<file path="config.mk">
export PLATFORM = sky130hd
export DESIGN_NAME = cio_check
export DESIGN_NICKNAME = d
export VERILOG_FILES = /design/src/rtl/core/cio_pkg.sv /design/src/rtl/core/cio_check.sv
export SDC_FILE = /design/constraint.sdc
export NUM_CORES = 1
export LEC_CHECK = 0
export BUFFER_PORTS_ARGS = -buffer_cell sky130_fd_sc_hd__buf_2
export CAP_MARGIN = 30
export CORE_AREA = 2 2 127 129
export CTS_CLUSTER_DIAMETER = 100
export CTS_CLUSTER_SIZE = 8
export DETAILED_ROUTE_END_ITERATION = 12
export DIE_AREA = 0 0 129 131
export PLACE_DENSITY = 0.65
export RECOVER_POWER = 100
export SLEW_MARGIN = 5
export SYNTH_ARGS = -nofsm -noshare
export SYNTH_HDL_FRONTEND = slang
export SYNTH_SLANG_ARGS = --single-unit
</file>
<file path="constraint.sdc">
create_clock -name clk -period 4.36 [get_ports clk]
set_input_delay 0.436 -clock clk [delete_from_list [all_inputs] [get_ports clk]]
set_output_delay 0.436 -clock clk [all_outputs]
set_load 0.01 [all_outputs]
</file>
<file path="src/rtl/core/cio_pkg.sv">
`timescale 1ns / 1ps

package cio_pkg;

  // Operation codes; code 3 is treated as multiply (bit 1 selects the multiplier)
  localparam logic [1:0] OP_ADD = 2'd0;
  localparam logic [1:0] OP_SUB = 2'd1;
  localparam logic [1:0] OP_MUL = 2'd2;
  localparam int OP_MUL_BIT = 1;

  localparam int OPND_W  = 64;
  localparam int WIDE_W  = 2 * OPND_W;
  localparam int HALF_W  = OPND_W / 2;
  localparam int BITS_W  = 7;   // holds a bit count up to 64

  // Stage 1 contents: extended operands and result type
  typedef struct packed {
    logic [1:0]        op;
    logic [OPND_W-1:0] a_lo;
    logic              a_neg;
    logic [OPND_W-1:0] b_lo;
    logic              b_neg;
    logic              res_signed;
    logic [BITS_W-1:0] res_w;
  } cio_s1_t;

  // Exact 128-bit result plus result type
  typedef struct packed {
    logic [WIDE_W-1:0] r;
    logic              res_signed;
    logic [BITS_W-1:0] res_w;
  } cio_res_t;

  // Load enables for the pipeline registers
  typedef struct packed {
    logic s1;
    logic s2;
    logic s3;
    logic s4;
  } cio_stage_en_t;

  // Bit width of a width code, clamped to the configured maximum
  function automatic logic [BITS_W-1:0] cio_width(input logic [1:0] code,
                                                  input logic [BITS_W-1:0] maxw);
    logic [BITS_W-1:0] w;
    w = 7'd8 << code;
    return (w > maxw) ? maxw : w;
  endfunction

  // Mask of the low w bits
  function automatic logic [OPND_W-1:0] cio_mask(input logic [BITS_W-1:0] w);
    logic [OPND_W-1:0] one;
    one = {{(OPND_W-1){1'b0}}, 1'b1};
    return (w >= 7'(OPND_W)) ? {OPND_W{1'b1}} : ((one << w) - one);
  endfunction

  // Low 64 bits of an operand after sign or zero extension
  function automatic logic [OPND_W-1:0] cio_extend(input logic [OPND_W-1:0] raw,
                                                   input logic sgn,
                                                   input logic [BITS_W-1:0] w);
    logic [OPND_W-1:0] m;
    logic [OPND_W-1:0] v;
    logic [BITS_W-1:0] top;
    m   = cio_mask(w);
    v   = raw & m;
    top = w - 7'd1;
    if (sgn && v[top[5:0]]) begin
      v = v | ~m;
    end
    return v;
  endfunction

endpackage

</file>
<file path="src/rtl/core/cio_check.sv">
`timescale 1ns / 1ps

module cio_check (
  input  logic                       clk,
  input  logic                       en,
  input  cio_pkg::cio_res_t          s3,
  output logic [cio_pkg::OPND_W-1:0] result_value,
  output logic                       overflowed
);
  import cio_pkg::*;

  logic [OPND_W-1:0] m;
  logic [OPND_W-1:0] sign_span;
  logic [OPND_W-1:0] lo;
  logic [OPND_W-1:0] hi;
  logic [OPND_W-1:0] upper;
  logic              fit_u;
  logic              fit_s;

  assign m         = cio_mask(s3.res_w);
  assign lo        = s3.r[OPND_W-1:0];
  assign hi        = s3.r[WIDE_W-1:OPND_W];
  // Bits from the result sign bit up must all match for a signed fit
  assign sign_span = ~(m >> 1);
  assign upper     = lo & sign_span;
  assign fit_u     = (hi == '0) && ((lo & ~m) == '0);
  assign fit_s     = (hi == {OPND_W{lo[OPND_W-1]}})
                  && ((upper == '0) || (upper == sign_span));

  // Output register
  always_ff @(posedge clk) begin
    if (en) begin
      result_value <= lo & m;
      overflowed   <= s3.res_signed ? ~fit_s : ~fit_u;
    end
  end

endmodule

</file>
# After elaboration in Yosys (flattened, before gate mapping)
# Cells that the tools add are included.
word_totals:
  regBits: 65
  latchBits: 0
  ram_bits: 0
  mem_bits_ro: 0
  in_bits: 138
  output_inout_bits: 65
  wordCells: 22
  mem_count: 0
op_classes:
  addsub: 1
  n_mul: 0
  div: 0
  order_cmp: 1
  eq_ne: 2
  n_shift: 1
  muxes: 2
  bitwise_logic: 7
  n_reduce_logical: 6
op_table:
  columns: ["op", "count"]
  rows:
  - ["AND 64 bit", 3]
  - ["zero test 64 bit", 3]
  - ["equality test 64 bit", 2]
  - ["two-way mux 64 bit", 1]
  - ["NOT 63 -> 64 bit", 1]
  - ["NOT 64 bit", 1]
  - ["left shift 1 x 7 -> 64 bit, first input constant", 1]
  - ["subtractor 64 x 1 -> 64 bit, second input constant", 1]
  - ["greater-or-equal comparator 7 bit, second input constant", 1]
  - ["logical AND 1 bit", 2]
  - ["NOT 1 bit", 2]
  - ["logical OR 1 bit", 1]
  - ["two-way mux 1 bit", 1]

# Longest topological paths before layout
logic_depth:
  depth_word: 10
  depth_mapped: 18
  depth_no_buf: 14

# Worst setup path before layout
# Ideal clock, no wire load.
synth_path:
  kind: "in2reg"
  from: "input port s3[1] in the netlist's numbering"
  to: "register overflowed, data pin"
  setup_time_ns: 0.267
  arrival_ns: 3.544
  t_required_ns: 4.093
  slack_ns: 0.548
  stages: 17
  n_path_buf: 4
  path_cell_list: "buf_2 -> buf_6 -> or2_2 -> clkbuf_1 -> nor2_1 -> nand2_1 -> ha_1 -> o21ai_2 -> or3_1 -> buf_6 -> nor3_1 -> or4_4 -> nor2_1 -> a2111o_1 -> or4_1 -> nor4_1 -> a211oi_1"
synth_between:
  elab_chain_len: 10
  elab_cells_between_ends: 17
  classes_between: "add/sub: 1; order compare: 1; eq/ne: 1; shift: 1; mux: 2; bitwise: 6; reduce/logical: 5"
synth_lines:
  columns: ["element", "line", "source"]
  rows:
  - ["start, declared", "cio_check.sv:6", "input cio_pkg::cio_res_t s3,"]
  - ["left shift 1 x 7 -> 64 bit", "cio_pkg.sv:54", "return (w >= 7'(OPND_W)) ? {OPND_W{1'b1}} : ((one << w) - one);"]
  - ["subtractor 64 x 1 -> 64 bit", "cio_pkg.sv:54", null]
  - ["two-way mux 64 bit *", "cio_pkg.sv:54", null]
  - ["NOT 63 -> 64 bit", "cio_check.sv:24", "assign sign_span = ~(m >> 1);"]
  - ["AND 64 bit", "cio_check.sv:25", "assign upper = lo & sign_span;"]
  - ["equality test 64 bit / zero test 64 bit (equally long branches)", "cio_check.sv:28", "&& ((upper == '0) || (upper == sign_span));"]
  - ["logical OR 1 bit", "cio_check.sv:28", null]
  - ["logical AND 1 bit", "cio_check.sv:28", null]
  - ["NOT 1 bit", "cio_check.sv:34", "overflowed <= s3.res_signed ? ~fit_s : ~fit_u;"]
  - ["two-way mux 1 bit *", "cio_check.sv:34", null]
  - ["end signal, assigned", "cio_check.sv:34", null]
  - ["end, declared", "cio_check.sv:8", "output logic overflowed"]
# Mark *: on every way between the ends. The rest lies on a longest branch, timed or not.
# A chain may end at the register's enable or synchronous reset.

# Final worst setup path
# Ends and elaborated chain as after synthesis.

==> flow_metrics.py <==
metrics = {
    "outcome": {
        "status": "complete, but fails checks",
        "failing_checks": "max-capacitance violations, max-slew violations",
    },
    "worst_setup_path": {
        "path_common_cell": "or4_1",
        "cp_cell_sequence": "buf_2 > nor3b_1 > nand2_1 > ha_1 > o21ai_2 > nor3_1 > clkbuf_1 > a21oi_1 > or4_1 > nor2_1 > a2111o_1 > or4_1 > nor4_1 > a211oi_1",
        "largest_fanout_on_the_critical_path": 17,
        "cp.required_ns": 4.44,
        "critical-path-max-stage-delay_ns": 0.79,
        "worstPathArrival_ns": 4.11,
        "critical_path.startpoint_type": "primary input",
        "criticalPathCategory": "in2reg",
        "cp-end-kind": "flop",
        "crit_slowest_cell": "nor3b_1",
    },
    "layout": {
        "final_area_mm2": 0.007855,
        "fin_util_pct": 50.36,
        "area.growth.synth_to_final_pct": 28.12,
        "drive_above_1_share_pct": 21.35,
        "total_area_of_multi_input_combinational_cells_mm2": 0.003776,
        "design.final.nets": 1127,
        "antenna_cells_inserted": 0,
        "n_fill_cell": 1627,
        "ff_latch_area_mm2": 0.001952,
    },
    "detailed_routing": {
        "ant_nets": 0,
        "detail_route.drc_violations": 0,
        "dr.first_iter.drc_count": 1180,
        "drt-pass1-iter-count": 6,
        "via_per_inst": 6.413,
        "post_drt_wl_per_cell_um": 25.35,
        "vias": 7753,
        "wirelength_um": 30650,
    },
    "timing": {
        "timing.final.setup_violations": 0,
        "rsz0062_at_grt": "no",
        "fmaxAchievable_ghz": 0.2485,
        "post-route-min-period_ns": 4.024,
        "number_of_slew_limit_violations_in_the_final_report": 68,
        "tns_ns": 0,
        "timing_hold_violations_final": 0,
        "period_share_pct": 92.29,
        "timing.max_slew.rel_slack_pct": -38.51,
        "max_slew.worst_pin.slew_ns": 2.078,
        "post-route-worst-setup-slack_ns": 0.3363,
    },
    "cts": {
        "cts.clk_slew.worst_paths_ns": 0.06,
        "postCtsSetupRepairBufs": 0,
        "clock_sink_count": 65,
        "hold_buf_cts": 0,
        "clk_path_buf_depth": 2,
        "tritoncts_clock_tree": "done",
        "cts_resized": 0,
        "root_buffer": "clkbuf_16",
        "htreeDepth": 3,
        "clock_buffers_created_by_tritoncts": 9,
    },
    "logic_synthesis": {
        "synth.avg_cell_area_um2": 8.185,
        "number_of_synthesis_warnings": 0,
        "synth.ff_latch_count": 65,
        "asyncSetResetFlopFracSynth_pct": 0,
        "synth-xor-area-share_pct": 2.429,
        "syn-instance-count": 749,
        "yosysTopAreaCellShare_pct": 31.84,
        "ys_top_cells_by_count": "nor2_1, edfxtp_1, nand2_1",
        "synth_top_family_by_area": "simple AND/OR/NAND/NOR gates",
        "synth_compound_gate_area_share_pct": 24.31,
        "count_leader_synth": "nor2_1",
        "synth.yosys.seq_area_share_pct": 31.84,
        "synth_ff_type": "edfxtp_1",
        "post_synthesis_simple_gate_area_fraction_pct": 34.80,
        "synth-adder-area-share_pct": 0.2041,
        "synth_cell_type_count": 83,
        "post_synthesis_cell_area_mm2": 0.006131,
        "syn_nets": 888,
        "yosys-top-cells-area": "edfxtp_1, nor2_1, nand2_1, nand4_1, nor4_1",
        "synth_mux_area_share_pct": 0.3469,
        "synth-edff-count": 65,
        "synth.largest_area_cell": "edfxtp_1",
    },
    "global_route": {
        "grt_pass1_vias": 7395,
        "grt_start_max_net_pins": 54,
        "grt_usage_pct": 35.65,
        "antenna_found_initial": 1,
        "grt_pass1_wl_um": 44570,
        "overflow": 0,
    },
    "place": {
        "preCtsSetupSlack_ns": 0.2141,
        "hpwl_um": 24620,
        "placedInstanceArea_mm2": 0.007722,
        "place.port_buffers": 202,
        "gp_congestion": 1.066,
    },
    "worst_hold_path": {
        "hold_path.class": "in2reg",
    },
    "die": {
        "initial_utilization_pct": 39.31,
        "placement_rows": 46,
        "core_area_mm2": 0.01560,
        "fp.dieH_um": 131,
        "io_pins": 203,
        "die-area_mm2": 0.01690,
        "width_of_the_die_um": 129,
    },
    "job": {
        "maxCapViolations": 2,
    },
    "pwr": {
        "power-per-cell-area_mw_per_mm2": 287.4,
        "static-leakage-power_nw": 3.060,
        "max-vdd-ir-drop_v": 0.0001681,
    },
}
==> cell type report <==
cell class	count	area share (%)
multi-input combinational	601	48.07
clock buffer	9	2.867
timing repair buffer	267	17.47
inverter	44	2.103
tap	216	3.441
clock inverter	7	1.195
sequential	65	24.85
==> critical path, delay by kind of cell <==
family                     cells  cell delay, ns
buffers and inverters          2            0.44
AOI/OAI and AO/OA              4            0.79
adders and majority gates      1            0.24
and+or+nand+nor                7            2.20
==> placed cells by master, fill, tap and decap left out, drive strengths merged, types with 7 or more instances in the layout <==
cell / n
buf: 176
nand2b: 13
nor4: 31
o21ai: 26
nor2b: 25
a221o: 7
xnor2: 12
a21oi: 31
inv: 45
nor3b: 8
a31oi: 7
or3: 7
nand3: 31
nand4: 34
and3: 12
nand2: 65
nor3: 33
a221oi: 16
a22oi: 16
nor2: 79
clkbuf: 100
and2: 20
edfxtp: 65
==> state kept, by name, summed over array words and instances, names as in the netlist <==
| register | count |
|---|---|
| overflowed | 1 |
| result_value | 64 |
==> final timing paths <==
path,start,to,cells after the start
min,s3[65],result_value[57],2
max,s3[1],overflowed,14
==> through the flow <==
stage | power [mW] | hold WS (ns) | cells
6_report | 2.257 | 0.4336 | 1209
5_1_grt | 2.338 | 0.4290 | 1209
4_1_cts | 2.270 | 0.4220 | 1208
3_5_place_dp | 1.483 | 0.7700 | 1192
3_3_place_gp | 1.487 | 0.7546 | 1192
2_1_floorplan | 1.131 | 0.5485 | 749
==> layer usage <==
layer | wire, µm | track usage (%) | vias up
met3 | 3619 | 8.673 | 125
met4 | 1682 | 17.39 | 0
met1 | 12050 | 46.83 | 3623
li1 | - | - | 3404
met2 | 13300 | 55.21 | 601
met5 | 0 | 0 | -
==> where the power goes <==
part / switching, mW / internal (mW) / leakage (nW)
registers: 0.0146 / 0.757 / 0.633
clock network: 0.287 / 0.500 / 0.153
logic: 0.456 / 0.243 / 2.27
==> cell families after synthesis <==
group | count (synthesis)
DFF | 65
and+or+nand+nor | 386
adders and majority gates | 1
AOI/OAI and AO/OA | 195
xor gates and xnor gates | 17
buffers and inverters | 83
muxes | 2
Power figures use the tool's default switching activity.
