### src/rtl/core/cio_pkg.sv
`timescale 1ns / 1ps

package cio_pkg;

  // Operation codes; code 3 is treated as multiply (bit 1 selects the multiplier)
  localparam logic [1:0] OP_ADD = 2'd0;
  localparam logic [1:0] OP_SUB = 2'd1;
  localparam logic [1:0] OP_MUL = 2'd2;
  localparam int OP_MUL_BIT = 1;

  localparam int OPND_W  = 64;
  localparam int WIDE_W  = 2 * OPND_W;
  localparam int HALF_W  = OPND_W / 2;
  localparam int BITS_W  = 7;   // holds a bit count up to 64

  // Stage 1 contents: extended operands and result type
  typedef struct packed {
    logic [1:0]        op;
    logic [OPND_W-1:0] a_lo;
    logic              a_neg;
    logic [OPND_W-1:0] b_lo;
    logic              b_neg;
    logic              res_signed;
    logic [BITS_W-1:0] res_w;
  } cio_s1_t;

  // Exact 128-bit result plus result type
  typedef struct packed {
    logic [WIDE_W-1:0] r;
    logic              res_signed;
    logic [BITS_W-1:0] res_w;
  } cio_res_t;

  // Load enables for the pipeline registers
  typedef struct packed {
    logic s1;
    logic s2;
    logic s3;
    logic s4;
  } cio_stage_en_t;

  // Bit width of a width code, clamped to the configured maximum
  function automatic logic [BITS_W-1:0] cio_width(input logic [1:0] code,
                                                  input logic [BITS_W-1:0] maxw);
    logic [BITS_W-1:0] w;
    w = 7'd8 << code;
    return (w > maxw) ? maxw : w;
  endfunction

  // Mask of the low w bits
  function automatic logic [OPND_W-1:0] cio_mask(input logic [BITS_W-1:0] w);
    logic [OPND_W-1:0] one;
    one = {{(OPND_W-1){1'b0}}, 1'b1};
    return (w >= 7'(OPND_W)) ? {OPND_W{1'b1}} : ((one << w) - one);
  endfunction

  // Low 64 bits of an operand after sign or zero extension
  function automatic logic [OPND_W-1:0] cio_extend(input logic [OPND_W-1:0] raw,
                                                   input logic sgn,
                                                   input logic [BITS_W-1:0] w);
    logic [OPND_W-1:0] m;
    logic [OPND_W-1:0] v;
    logic [BITS_W-1:0] top;
    m   = cio_mask(w);
    v   = raw & m;
    top = w - 7'd1;
    if (sgn && v[top[5:0]]) begin
      v = v | ~m;
    end
    return v;
  endfunction

endpackage

### src/rtl/core/cio_front.sv
`timescale 1ns / 1ps

module cio_front #(
  parameter int MAX_OPERAND_BITS = 64
) (
  input  logic                      clk,
  input  logic                      en,
  input  logic [1:0]                operation,
  input  logic [cio_pkg::OPND_W-1:0] operand_a,
  input  logic                      a_is_signed,
  input  logic [1:0]                a_width_code,
  input  logic [cio_pkg::OPND_W-1:0] operand_b,
  input  logic                      b_is_signed,
  input  logic [1:0]                b_width_code,
  input  logic                      res_is_signed,
  input  logic [1:0]                res_width_code,
  output cio_pkg::cio_s1_t          s1
);
  import cio_pkg::*;

  localparam logic [BITS_W-1:0] MAX_W = BITS_W'(MAX_OPERAND_BITS);

  logic [OPND_W-1:0] a_ext;
  logic [OPND_W-1:0] b_ext;

  // Operand extension to the low word; the high word is all sign
  assign a_ext = cio_extend(operand_a, a_is_signed, cio_width(a_width_code, MAX_W));
  assign b_ext = cio_extend(operand_b, b_is_signed, cio_width(b_width_code, MAX_W));

  // Stage 1 register
  always_ff @(posedge clk) begin
    if (en) begin
      s1.op         <= operation;
      s1.a_lo       <= a_ext;
      s1.a_neg      <= a_is_signed & a_ext[OPND_W-1];
      s1.b_lo       <= b_ext;
      s1.b_neg      <= b_is_signed & b_ext[OPND_W-1];
      s1.res_signed <= res_is_signed;
      s1.res_w      <= cio_width(res_width_code, MAX_W);
    end
  end

endmodule

### config.mk
export PLATFORM = sky130hd
export DESIGN_NAME = cio_front
export DESIGN_NICKNAME = d
export VERILOG_FILES = /design/src/rtl/core/cio_pkg.sv /design/src/rtl/core/cio_front.sv
export SDC_FILE = /design/constraint.sdc
export NUM_CORES = 1
export LEC_CHECK = 0
export BUFFER_PORTS_ARGS = -buffer_cell sky130_fd_sc_hd__buf_2
export CAP_MARGIN = 20
export CORE_UTILIZATION = 45
export CTS_CLUSTER_SIZE = 30
export DETAILED_ROUTE_END_ITERATION = 8
export HOLD_SLACK_MARGIN = 0.03
export PLACE_DENSITY = 0.79
export SLEW_MARGIN = 40
export SYNTH_ARGS = -nofsm -noshare
export SYNTH_HDL_FRONTEND = slang
export SYNTH_SLANG_ARGS = --single-unit
### constraint.sdc
create_clock -name clk -period 1.3 [get_ports clk]
set_input_delay 0 -clock clk [delete_from_list [all_inputs] [get_ports clk]]
set_output_delay 0 -clock clk [all_outputs]
set_load 0.05 [all_outputs]
### Yosys cells after proc, flatten, opt, wreduce, memory -nomap -nowiden

Cells that the tools add are included.

* magnitude comparators: 7
* bitwise operators: 8
* mux-type cells: 10
* add/subtract/negate cells: 4
* reductions and logical operators: 2
* shifts and indexed selects: 5

Operators with widths (number)
* 2-to-1 mux 64 bit: 4
* bitwise AND 64 bit: 2
* NOT 64 bit: 2
* OR 64 bit: 2
* << shifter 1 x 7 -> 64 bit (first input constant): 2
* subtractor 64 x 1 -> 64 bit (second input constant): 2
* greater-than comparator 7 bit (second input constant): 3
* << shifter 4 x 2 -> 7 bit (first input constant): 3
* greater-or-equal comparator 7 bit (second input constant): 2
* < comparator 6 x 7 -> 1 bit (second input constant): 2
* 2-to-1 mux 7 bit: 2
* binary-select mux 1 bit (select 6 bit): 2
* subtractor 6 x 1 -> 6 bit (second input constant): 2
* bitwise AND 1 bit: 2
* logical AND 1 bit: 2
* 2-to-1 mux 1 bit: 2

* output and inout port bits: 140
* word-level logic and storage cells: 43
* register bits after elaboration: 140
* input bits: 141

### Depth between registers and ports, before layout

* depth in word-level cells: 12
* mapped depth: 6
* depth with buffers taken out: 3

### Worst setup path after synthesis

No wires, ideal clock.

* path kind: input port to flip-flop
* start: in a_width_code[1]
* end: reg s1[107] (netlist name), data pin
* arrival: 0.686 ns
* buffers on the path: 3
* setup slack: 0.355 ns
* stages on the path: 6
* required time: 1.042 ns
* library setup time: 0.258 ns
* path through: buf_6 and2_1 clkbuf_2 buf_6 a21oi_1 nand2_1

* word-level cells in the longest chain between the ends: 11
* elaborated cells between the ends (all ways): 15
* those cells by class: add/sub: 2; order compare: 2; shift: 2; mux: 5; bitwise: 3; reduce/logical: 1

Ends and longest elaborated chain
* start: declaration: line cio_front.sv:11 `input logic [1:0] a_width_code,`
* << shifter 4 x 2 -> 7 bit *: line cio_pkg.sv:46 `w = 7'd8 << code;`
* greater-than comparator 7 bit: line cio_pkg.sv:47 `return (w > maxw) ? maxw : w;`
* 2-to-1 mux 7 bit *: line cio_pkg.sv:47
* << shifter 1 x 7 -> 64 bit: line cio_pkg.sv:54 `return (w >= 7'(OPND_W)) ? {OPND_W{1'b1}} : ((one << w) - one);`
* subtractor 64 x 1 -> 64 bit: line cio_pkg.sv:54
* 2-to-1 mux 64 bit: line cio_pkg.sv:54
* bitwise AND 64 bit: line cio_pkg.sv:65 `v = raw & m;`
* binary-select mux 1 bit (select 6 bit): line cio_pkg.sv:67 `if (sgn && v[top[5:0]]) begin`
* 2-to-1 mux 1 bit (implied by the code): line cio_pkg.sv:67
* logical AND 1 bit: line cio_pkg.sv:67
* 2-to-1 mux 64 bit *: line cio_pkg.sv:67
* net a_ext[33]: line cio_front.sv:23 `logic [OPND_W-1:0] a_ext;`
* end: declaration: line cio_front.sv:17 `output cio_pkg::cio_s1_t s1`

The timed path passes the listed nets; every way through them passes the cells marked *. The select of a mux whose other input is x is not followed.
A chain may end at the register's enable or synchronous reset.

### Worst setup path after layout

* start: in operand_a[7] (netlist name)
* end: reg s1[102] (netlist name), data pin

* word-level cells in the longest chain between the ends: 5

Ends and longest elaborated chain
* start: declaration: line cio_front.sv:9 `input logic [cio_pkg::OPND_W-1:0] operand_a,`
* bitwise AND 64 bit: line cio_pkg.sv:65
* binary-select mux 1 bit (select 6 bit): line cio_pkg.sv:67
* 2-to-1 mux 1 bit (implied by the code): line cio_pkg.sv:67
* logical AND 1 bit: line cio_pkg.sv:67
* 2-to-1 mux 64 bit: line cio_pkg.sv:67
* net a_ext[28]: line cio_front.sv:23

The timed path passes the listed nets, and every way through them passes these cells. The select of a mux whose other input is x is not followed.

==> impl_metrics.json <==
{
  "report.power.total_mw": 13.5,
  "dpl_worst_slack_ps": 64.3,
  "post_synth_main_area_contributors": "edfxtp_1, nand2_1, nand3_1, a21oi_1, o21ai_0",
  "finalSetupViolations": 0,
  "stdcell_area_sq_um": 9100,
  "synthDominantAreaCellType": "edfxtp_1",
  "synth.yosys.warnings": 0,
  "slowest_stage_cell_crit_path": "dlygate4sd3_1",
  "syn_to_final_growth_pct": 65.2,
  "start_util": 0.460,
  "worst_hold_slack_ps": 77.8,
  "grt_pass1_vias": 5218,
  "max_flop_register": "s1",
  "coreArea_sq_um": 12000,
  "crit_path_max_incr_delay_ps": 550,
  "timing.critical_path.to_type": "register",
  "p_clk_frac": 0.370,
  "max-cap-violations": 0,
  "period_share": 0.958,
  "fp.dieArea_sq_um": 12700,
  "power.share.sequential": 0.405,
  "synth_adder_area_share": 0,
  "num_io_pins": 281,
  "critPathBufInv": 3,
  "largest_register_ffs": 137,
  "post_drt_via_cell_ratio": 5.13,
  "maximum_number_of_pins_on_one_net_before_global_route_repair": 45,
  "drt-wirelength-per-cell_um": 17.9,
  "tritoncts": "built",
  "synth_top_cells_by_count": "nand2_1, edfxtp_1, nand3_1",
  "ys_seq_elements": 137,
  "detailedRoute.firstIterationViolations": 472,
  "dr_total_vias": 5145,
  "synth-compound-area-share": 0.0464,
  "synth.most_common_cell": "nand2_1",
  "post_layout_nonfiller_instances": 1002,
  "critical_path.startpoint_type": "input pin",
  "cts_sinks": 137,
  "seq_area_frac_synth": 0.747,
  "synth_simple_gate_area_share": 0.146,
  "grt.overflow.total": 0,
  "async_flop_share": 0,
  "final_hold_viol_count": 0,
  "most_used_dff_post_synth": "edfxtp_1",
  "grt_first_pass_wirelength_um": 26100,
  "cts_max_path_buffers": 2,
  "drc": 0,
  "placedInstanceArea_sq_um": 7040,
  "finalWorstSetupSlack_ps": 55.2,
  "synth_area_per_cell_sq_um": 12.6,
  "io_buffer_count": 277,
  "gp_routability_congestion": 0.874,
  "final_core_utilization": 0.760,
  "drt-pass1-iter-count": 7,
  "min_period_ps": 1240,
  "synthesis.area_sq_um": 5510,
  "clk_pin_slew_worst_paths_ps": 60,
  "clock_tree.root_cell": "clkbuf_16",
  "achievable_frequency_ghz": 0.803,
  "grt_setup_unrepaired": "no",
  "detail-route-antenna-nets": 0,
  "cell_internal_pwr_mw": 9.41,
  "hold_path_class": "in -> reg",
  "crit_chain": "dlygate4sd3_1 -> buf_2 -> mux2_4 -> nand3b_4 -> clkbuf_16 -> nand2_1",
  "top_regs": "s1 (137)",
  "placed_cells": 829,
  "cts-buffers-inserted": 17,
  "run_status": "complete, no violations",
  "yosys.cell_types.count": 18,
  "drive_gt1_frac": 0.387,
  "postRouteWirelength_um": 17900,
  "cts_setup_buffers": 0,
  "final_nets": 982,
  "synth_top_family_by_area": "simple AND/OR/NAND/NOR gates",
  "cp.required_ps": 1460,
  "power.leakage_nw": 4.28,
  "netlist.area_leader.share": 0.747,
  "grt_usage": 0.275,
  "rows": 40,
  "worst_ir_drop_vdd_uv": 660,
  "die_w_um": 113,
  "pwr_density_cell_nw_per_um2": 1480,
  "share_comb_of_total_power": 0.225,
  "worst-path-max-fanout": 20,
  "power.switching_mw": 4.07,
  "syn_inst": 437,
  "number_of_enable_flip_flop_cells_after_synthesis": 137,
  "final-max-slew-violation-count": 0,
  "synth_xor_area_frac": 0,
  "arrival_ps": 1400,
  "synth_mux_area_frac": 0.00727,
  "post-dp-hpwl_um": 9870,
  "grt_antenna_before_repair": 2,
  "h-tree-depth": 4,
  "category_of_cells_accounting_for_the_largest_share_of_critical_path_delay": "buffers and inverters",
  "fp.dieH_um": 113,
  "timing_worst_setup_path_type": "in -> reg",
  "power.share.switching": 0.302,
  "timing.setup.tns_ps": 0
}
==> kinds of logic (layout without fill, tap and decap cells) <==
group / after synthesis / in the layout
compound gates: 51 / 51
buf+inv: 52 / 466
flops: 137 / 137
mux: 3 / 3
other cells: 1 / 5
simple gates: 193 / 193
==> layer usage <==
layer	part of all wire	GRT usage	up-vias
met2	0.53	0.498	295
met5	0	0	-
met4	0.048	0.186	0
met3	0.059	0.0610	70
li1	-	-	2318
met1	0.36	0.285	2462
==> final timing paths <==
check             cells past startpoint  endpoint          from  slack [ps]
setup / recovery                      6   s1[102]  operand_a[7]          60
hold / removal                        3     s1[8]   b_is_signed          80
==> worst min-delay path, delay by kind of cell <==
family / cells / cell delay (ps)
and+or+nand+nor: 1 / 80
AOI/OAI and AO/OA: 1 / 80
buffers and inverters: 1 / 140
==> timing repair <==
item / in CTS / in global routing
setup endpoints to repair: 0 / 6
hold endpoints to repair: 149 / 0
hold buffers: 138 / 0
gates resized for setup: 0 / 2
==> power by group through the flow <==
stage               registers (mW)  logic, mW  clock network (mW)
finish                        5.46       3.03                4.99
detailed placement            5.54       2.61                   0
global route                  5.50       3.15                5.22
CTS                           5.45       2.94                5.00
floorplan                     6.99      0.378                   0
global placement              5.52       2.57                   0
==> layout make-up <==
cell class / count / area, sq um
sequential: 137 / 4110
timing repair buffer: 435 / 3060
fill: 713 / 2870
multi-input combinational: 250 / 1130
clock buffer: 17 / 425
tap: 147 / 184
clock inverter: 14 / 180
antenna: 2 / 5.00
==> layout by cell type (no fill, tap or decap) <==
master	instances
a21oi_1	33
and2_1	3
and4b_1	1
buf_12	8
buf_2	276
buf_4	10
buf_6	1
bufinv_16	4
clkbuf_16	19
clkinv_1	2
clkinv_2	4
clkinv_4	1
clkinvlp_4	2
conb_1	3
diode_2	2
dlygate4sd3_1	138
edfxtp_1	137
inv_6	1
mux2_4	2
mux2i_1	1
nand2_1	146
nand3_1	35
nand3b_4	2
nor2_1	3
nor2b_1	3
o21ai_0	18
(Power assumes the default switching activity.)
